**config.mk**
```make
export PLATFORM = sky130hd
export DESIGN_NAME = spd_ctrl
export DESIGN_NICKNAME = d
export VERILOG_FILES = /design/src/hw/rtl/spd_pkg.sv /design/src/hw/rtl/spd_ctrl.sv
export SDC_FILE = /design/constraint.sdc
export NUM_CORES = 1
export LEC_CHECK = 0
export ABC_AREA = 1
export BUFFER_PORTS_ARGS = -buffer_cell sky130_fd_sc_hd__buf_4
export CORE_AREA = 2 2 39 41
export CTS_CLUSTER_SIZE = 30
export DETAILED_ROUTE_END_ITERATION = 8
export DIE_AREA = 0 0 41 43
export MAX_ROUTING_LAYER = met4
export PLACE_DENSITY = 0.3
export SLEW_MARGIN = 40
export SYNTH_ARGS = -nofsm -noshare
export SYNTH_HDL_FRONTEND = slang
export SYNTH_SLANG_ARGS = --single-unit
```
**constraint.sdc**
```tcl
create_clock -name i_clk -period 1 [get_ports i_clk]
set_clock_uncertainty 0.1 [all_clocks]
set_input_delay 0 -clock i_clk [delete_from_list [all_inputs] [get_ports i_clk]]
set_output_delay 0 -clock i_clk [all_outputs]
set_load 0.01 [all_outputs]
```
**src/hw/rtl/spd_pkg.sv**
```systemverilog
// Shared types and constants of the slotted page directory.
// Holds opcode and status codes, the command word and the default sizes.
// Depends on nothing.
`timescale 1ns / 1ps

package spd_pkg;

    localparam int HEADER_BYTES_DEF     = 24;
    localparam int SLOT_ENTRY_BYTES_DEF = 4;
    localparam int MAX_SLOTS_DEF        = 1024;

    localparam logic [15:0] PAGE_BYTES_RESET = 16'd4096;
    localparam logic [15:0] MIN_PAGE_BYTES   = 16'd128;
    localparam logic [15:0] MAX_PAGE_BYTES   = 16'd32768;

    typedef enum logic [2:0] {
        OP_INIT   = 3'd0,
        OP_INSERT = 3'd1,
        OP_GET    = 3'd2,
        OP_DELETE = 3'd3,
        OP_UPDATE = 3'd4
    } t_opcode;

    localparam logic [1:0] ST_OK        = 2'd0;
    localparam logic [1:0] ST_FULL      = 2'd1;
    localparam logic [1:0] ST_NOT_FOUND = 2'd2;

    typedef struct packed {
        logic capture;
        logic commit;
    } t_cmd;

endpackage

```
**src/hw/rtl/spd_ctrl.sv**
```systemverilog
// Controller of the slotted page directory: accept, execute and hand-off sequencing.
// Depends on spd_pkg for the command word.
`timescale 1ns / 1ps

module spd_ctrl
    import spd_pkg::*;
(
    input  logic i_clk,
    input  logic i_rst_n,
    input  logic i_in_valid,
    output logic o_in_stall,
    output logic o_out_valid,
    input  logic i_out_stall,
    output t_cmd o_cmd
);

    typedef enum logic [1:0] {
        S_IDLE = 2'b01,
        S_EXEC = 2'b10
    } t_state;

    t_state r_state, n_state;
    logic   r_out_valid, n_out_valid;
    t_cmd   cmd;

    always_comb begin
        cmd.capture = (r_state == S_IDLE) && i_in_valid;
        cmd.commit  = (r_state == S_EXEC) && (!r_out_valid || !i_out_stall);
        n_state     = r_state;
        unique case (r_state)
            S_IDLE: begin
                if (cmd.capture) begin
                    n_state = S_EXEC;
                end
            end
            S_EXEC: begin
                if (cmd.commit) begin
                    n_state = S_IDLE;
                end
            end
            default: n_state = S_IDLE;
        endcase
        if (cmd.commit) begin
            n_out_valid = 1'b1;
        end else if (!i_out_stall) begin
            n_out_valid = 1'b0;
        end else begin
            n_out_valid = r_out_valid;
        end
    end

    always_ff @(posedge i_clk) begin
        if (!i_rst_n) begin
            r_state     <= S_IDLE;
            r_out_valid <= 1'b0;
        end else begin
            r_state     <= n_state;
            r_out_valid <= n_out_valid;
        end
    end

    assign o_in_stall  = (r_state != S_IDLE);
    assign o_out_valid = r_out_valid;
    assign o_cmd       = cmd;

    a_capture_to_exec: assert property (@(posedge i_clk) disable iff (!i_rst_n)
        cmd.capture |=> (r_state == S_EXEC))
        else $error("accepted word did not start execution");

    a_commit_shows_result: assert property (@(posedge i_clk) disable iff (!i_rst_n)
        cmd.commit |=> r_out_valid)
        else $error("committed word not presented");

    a_blocked_holds: assert property (@(posedge i_clk) disable iff (!i_rst_n)
        (r_state == S_EXEC) && r_out_valid && i_out_stall |=> (r_state == S_EXEC))
        else $error("execution finished while result register was occupied");

endmodule

```
[Word level (Yosys, flattened, before mapping)]
Cells that the tools add are included.
Operators by class
  equality and inequality tests: 6
  mux-type cells: 5
  reductions and logical operators: 6
Operators with widths (count)
  $mux 2: 2
  $ne 2x1->1 const B: 2
  $ne 2x2->1 const B: 2
  $pmux 2 s2: 1
  $eq 2x1->1 const B: 1
  $eq 2x2->1 const B: 1
  $logic_and 1x1->1: 2
  $logic_not 1->1: 2
  $mux 1: 2
  $reduce_and 2->1: 1
  $logic_or 1x1->1: 1
Word-level totals
  flip-flop bits (word level): 3
  output and inout port bits: 4

[Logic depth before layout (Yosys ltp)]
Gate-level depths: netlist of the first run.
  word-level depth: 5
  depth in mapped cells: 5
  depth with buffers taken out: 5

[Least setup slack after synthesis of the first run]
No wires, ideal clock.
  kind: register -> register
  start point: reg r_out_valid (netlist: o_out_valid)
  end point: reg r_state[0]
  library setup time: 0.112 ns
  arrival time: 0.671 ns
  path slack: 0.117 ns
  cell stages (with the launch flop): 6
  buffers on the path: 0
  clock period less this slack: 0.883 ns
  cells stage by stage: dfxtp_1 -> nand2_1 -> inv_1 -> nand2_2 -> nand2_1 -> nand2_1
Between the ends
  longest elaborated chain between the ends: 5
RTL lines
  start: declaration: line spd_ctrl.sv:23  | logic r_out_valid, n_out_valid;
  start signal: assignment: line spd_ctrl.sv:58  | r_out_valid <= n_out_valid;
  $logic_not 1->1: line spd_ctrl.sv:28  | cmd.commit = (r_state == S_EXEC) && (!r_out_valid || !i_out_stall);
  $logic_or 1x1->1: line spd_ctrl.sv:28
  $logic_and 1x1->1: line spd_ctrl.sv:28
  $ne 2x2->1 (no line)
  $reduce_and 2->1 (no line)
  end signal: assignment: line spd_ctrl.sv:57  | r_state <= n_state;
  end: declaration: line spd_ctrl.sv:22  | t_state r_state, n_state;
No other way between the ends.
A chain may end at the register's enable or synchronous reset.

==> out/summary.txt, run 1 <==
Status - finished, violations left
Failing checks - hold timing, setup timing
Worst Tran Pin Value - 103 ps
Power Total - 0.407 mW
Die H - 43 µm
Final RePlAce weighted congestion - 0.553
Worst path max stage delay - 310 ps
Row count - 14
Port bufs - 7
Drt total wl - 321 µm
Max-Cap Viols - 0
Initial antenna violation count - 0
Root Buffer - clkbuf_4
Worst Hold End - r_state[1]
TNS Setup - -51.4 ps
Post-Place Setup Slack - 146 ps
Skew-Pair Late Insertion Delay - 240 ps
Number of buffers on the longest clock path - 2
Crit share post-route - 1.05
Nets - 36
Drt drc - 0
ANT nets after route - 0
Internal power - 0.307 mW
R2R Path End - r_state[0]
Initial core utilization - 0.105
Routed len/inst - 6.83 µm
Yosys reg bits - 3
Max FO, Critical Path - 3
Clk pin slew, worst setup/hold paths - 40 ps
R2R depth - 6
Yosys cell types - 10
Num Clock Sinks - 3
Data arrival, critical path - 950 ps
Cell Area, Synth - 145 µm²
Seq/Total Area, Yosys - 0.414
Crit path top cell by count - inv_2
Vias - 144
Layout Area Growth over Synthesis - 81.9%
Hold buffers post-CTS - 1
Slowest-stage cell, CP - dfxtp_2
Worst hold margin - -43.9 ps
Power density over the cells - 1540 nW/µm²
DR pass1 iterations - 2
Final hold viol count - 2
Core area - 1380 µm²
GRT overflow - 0
Initial DRC count - 3
First-pass GRT wire length - 545 µm
Critical path cell sequence - inv_2 -> nor2_4 -> inv_2 -> nor2_2 -> buf_4
Peak VDD IR - 0.340 mV
Layout cells sized above 1 - 0.677
Top Family by Delay on Critical Path - flip-flops
Worst EP required - 900 ps
Fmax - 951 MHz
I/O Pins - 8
Cells after Synth - 19
Largest net degree at the start of global routing - 4
GRT Total Usage - 0.0513
Fin util - 0.191
Setup ws final - -51.4 ps
Worst Setup End Kind - primary output
CP bufs+invs - 3
Most common cell after layout, fill and taps aside - buf_4
Die W - 41 µm
Yosys warnings - 0
Tmin final - 1050 ps
Sw frac - 0.245
RSZ-0062 raised after global routing - true
Ant. Diodes - 0
Setup-failing EPs final - 1
CTS tree - done
Die area - 1760 µm²
Crit path launch type - flip-flop
Worst slew margin - 0.932
Vias in the first global route - 141
Max Slew Vio Count - 0
Net switching power figure - 0.0995 mW
Post-Syn Area per Cell - 7.64 µm²
Setup CP Type - flip-flop to primary output
H-tree depth - 1
Share of power burned in registers - 0.325
Worst r2r src - r_state[1]
Vias/cell - 3.06
Worst hold path class - input port to flip-flop
Clock power frac - 0.539
Hold_sp - i_in_valid
Reg2reg setup slack - 50 ps
Hold path cells - 3
Syn Nets - 23
Leakage - 0.137 nW
TritonCTS Buffers - 3
Commonest non-fill, non-tap cells in the layout - buf_4 (8), nand2_1 (4), inv_1 (3), clkbuf_4 (3)
Logic gate share of total power - 0.136
## worst max path at each step
stage          cells after the start        start          to  slack [ps]
3_3_place_gp                       5   r_state[1]    o_cmd[0]         150
6_report                           5   r_state[1]    o_cmd[0]         -50
5_1_grt                            5   r_state[1]    o_cmd[0]        -120
4_1_cts                            5   r_state[1]    o_cmd[0]         -70
2_1_floorplan                      5  o_out_valid  r_state[0]         120
3_5_place_dp                       4   r_state[0]    o_cmd[0]         150
## metrics by stage
stage / cells / area (µm²) / hold WS (ps)
after floorplan: 19 / 145 / -31.3
after global placement: 41 / 210 / 78.8
after detailed placement: 41 / 210 / 86.2
after CTS: 46 / 254 / -54.0
after global routing: 47 / 264 / -36.6
final: 47 / 264 / -43.9
## cells in the mapped netlist
library cell / count / area share
inv_1: 4 / 0.10
nand2_1: 4 / 0.10
dfxtp_1: 3 / 0.41
a21oi_2: 2 / 0.12
buf_4: 1 / 0.052
inv_2: 1 / 0.026
nand2_2: 1 / 0.043
nand3_2: 1 / 0.069
nor2_1: 1 / 0.026
nor2_2: 1 / 0.043
## cell type report
cell class	instances	area, µm²
repair buffers	9	70.1
flip-flops and latches	3	62.6
inverters	5	18.8
clock buffers	4	26.3
fillers	152	1120
well taps	16	20.0
multi-input cells	10	66.3
## power by group through the flow
stage	registers [mW]	logic [mW]	clock network (mW)
floorplan	0.132	0.0247	0
detailed placement	0.132	0.0494	0
CTS	0.132	0.0543	0.234
global route	0.133	0.0631	0.239
finish	0.132	0.0553	0.219
global placement	0.132	0.0487	0
## sequential cells by signal, summed over array words and instances (netlist names)
name,flops
o_out_valid,1
r_state,2
## routing by layer
layer	vias to the layer above	share of wire	wire length [µm]	GRT usage
met5	-	0	0	-
li1	79	-	-	-
met4	0	0	0	0.0400
met3	0	0.17	55	0.0471
met2	10	0.34	109	0.0531
met1	55	0.49	156	0.0573
## cell families (layout without fill, tap and decap cells)
group,Yosys count,in the layout,share of synthesized area
flip-flops,3,3,0.414
AO/OA/AOI/OAI,2,2,0.121
buffers and inverters,6,18,0.181
AND/OR/NAND/NOR,8,8,0.284
## tightest hold or removal path, delay by kind of cell
family	cells	cell delay [ps]
simple gates	1	90
buf+inv	1	110
compound gates	1	50
## what timing repair did
action | in CTS | in global routing
gates resized for setup | 4 | 1
pin swaps | 0 | 1
setup endpoints to repair | 2 | 2
endpoints found under the hold margin | 3 | 2
setup buffers | 0 | 1
No activity file was read; power rests on OpenSTA's default activity.
==> run 2, diff against run 1 <==
- ABC_AREA: 1 -> 0
==> out/summary.txt, run 2 <==
Max Slew Vio Count - 0
Worst slew margin - 0.897
Worst r2r src - r_state[1]
Top Family by Delay on Critical Path - flip-flops
Cell Area, Synth - 128 µm²
Yosys cell types - 10
Layout Area Growth over Synthesis - 104%
Power density over the cells - 1510 nW/µm²
Port bufs - 7
Top cells by area, synth - dfxtp_1 (47%), nand2b_1 (9.8%), and4b_1 (7.8%)
Most common cell in the synthesized netlist - dfxtp_1
Seq/Total Area, Yosys - 0.471
Internal power - 0.312 mW
Worst path depth - 2
GRT overflow - 0
Number of flip-flops in the largest register - 2
Sw frac - 0.208
Status - finished, violations left
H-tree depth - 1
Adder-cell area share of the yosys netlist - 0
Worst hold margin - 66.6 ps
Nets - 30
Power Total - 0.393 mW
I/O Pins - 8
Largest family of logic cells by synthesized area - simple AND/OR/NAND/NOR gates
Area of placed instances - 193 µm²
Layout cells sized above 1 - 0.600
Leakage - 0.118 nW
Critical path cell sequence - and3b_2 -> buf_6
Clock power frac - 0.523
Row count - 14
Critical Path Start - r_state[1]
Syn Nets - 17
Worst path max stage delay - 350 ps
DP HPWL - 230 µm
Clk pin slew, worst setup/hold paths - 30 ps
Reg2reg setup slack - 20 ps
Post-synthesis mux area share - 0
RSZ-0062 raised after global routing - true
Synth Flop Type - dfxtp_1
Worst hold path class - input port to flip-flop
Routed len/inst - 8.54 µm
Failing checks - setup timing
Met2 Use GR - 0.0625
Peak VDD IR - 0.750 mV
Met3 usage - 0.0681
Setup ws final - -41.6 ps
Cell area after layout - 260 µm²
Vias/cell - 3.44
Die W - 41 µm
Complex-gate fraction of the synthesized area - 0.196
First-pass GRT wire length - 634 µm
Final RePlAce weighted congestion - 0.639
R2R depth - 2
Setup CP Type - flip-flop to primary output
Top reg by flops - r_state
Area leader, netlist - dfxtp_1
DP Cell Count - 35
Drt total wl - 350 µm
Yosys reg bits - 3
Net switching power figure - 0.0819 mW
DR pass1 iterations - 1
Die H - 43 µm
Most common cell after layout, fill and taps aside - buf_4
Root Buffer - clkbuf_4
Logic gate share of total power - 0.139
Vias in the first global route - 145
ANT nets after route - 0
Top-area cell type share of the netlist area - 0.471
Most Crowded Layer GR - met3
R2R Path End - r_state[1]
Cells after Synth - 13
Simple-Gate Fraction of Synth Area - 0.275
Worst Tran Pin Value - 155 ps
Number of setup buffers added after CTS - 0
Commonest non-fill, non-tap cells in the layout - buf_4 (6), clkbuf_4 (3), dlygate4sd3_1 (2)
Setup-failing EPs final - 2
Post-Syn Area per Cell - 9.82 µm²
Number of buffers on the longest clock path - 2
Synth cell count leaders - dfxtp_1 (3), nand2b_1 (2)
Vias - 141
Tmin final - 1040 ps
Share of power burned in registers - 0.338
Crit path launch type - flip-flop
Fmax - 960 MHz
CTS tree - done
CP bufs+invs - 1
Crit share post-route - 1.04
Post-Synth XOR/XNOR Area - 0
Ant. Diodes - 0
Finished Layout Cells - 41
Yosys warnings - 0
Max-Cap Viols - 0
Num Clock Sinks - 3
Data arrival, critical path - 940 ps
Die area - 1760 µm²
Core area - 1380 µm²
Initial antenna violation count - 0
EDFF count, synth - 0
Worst EP required - 900 ps
Critical Path Sink - o_cmd[1]
Largest net degree at the start of global routing - 5
Post-synth ARST share - 0
Slowest-stage cell, CP - dfxtp_4
Initial DRC count - 0
Max FO, Critical Path - 4
Initial core utilization - 0.0922
Final hold viol count - 0
TritonCTS Buffers - 3
GR Util met1 - 0.0671
GRT Total Usage - 0.0585
Worst Setup End Kind - primary output
Skew-Pair Late Insertion Delay - 230 ps
Drt drc - 0
## run 2: through the flow
| step | TNS (ps) | setup slack (ps) | util |
|---|---|---|---|
| global placement | 0 | 57.3 | 0.139 |
| floorplan | 0 | 58.9 | - |
| finish | -59.3 | -41.6 | 0.188 |
| global route | -193 | -90.7 | 0.188 |
| detailed placement | 0 | 45.3 | 0.139 |
| CTS | -69.9 | -52.5 | 0.188 |
## run 2: worst register-to-register path, delay by kind of cell (launching register included)
kind | cells | cell delay [ps]
flops | 1 | 360
simple gates | 1 | 230
compound gates | 1 | 180
## run 2: cell type report
class	instances	area, µm²
timing repair buffer	9	76.3
fill	156	1120
clock buffer	4	26.3
sequential	3	65.1
tap	16	20.0
multi-input combinational	9	72.6
## run 2: power by group through the flow
stage,clock network [mW],logic [mW],registers [mW]
2_1_floorplan,0,0.0186,0.132
3_3_place_gp,0,0.0428,0.133
3_5_place_dp,0,0.0428,0.133
4_1_cts,0.217,0.0551,0.133
5_1_grt,0.232,0.0604,0.134
6_report,0.206,0.0548,0.133
## run 2: worst min path at each step
stage               cells after the start  startpoint    endpoint  slack (ps)
floorplan                               1     i_rst_n  r_state[0]         -20
global placement                        2     i_rst_n  r_state[0]         100
detailed placement                      2     i_rst_n  r_state[0]         100
finish                                  3  i_in_valid  r_state[0]          70
CTS                                     3  i_in_valid  r_state[0]          60
global route                            3  i_in_valid  r_state[0]          70
## run 2: cell families (layout without fill, tap and decap cells)
| logic type | count (synthesis) | after routing |
|---|---|---|
| buf+inv | 1 | 13 |
| compound gates | 4 | 4 |
| flops | 3 | 3 |
| simple gates | 5 | 5 |
## run 2: per-layer routing
metal | vias up | routed length, µm
li1 | 72 | -
met1 | 59 | 173
met2 | 10 | 114
met3 | 0 | 62
met4 | 0 | 0
met5 | - | 0
## run 2: repair_timing
action	4_1_cts	5_1_grt
resized for setup	7	0
endpoints found under the setup margin	2	4
endpoints found under the hold margin	3	0
hold buffers	2	0
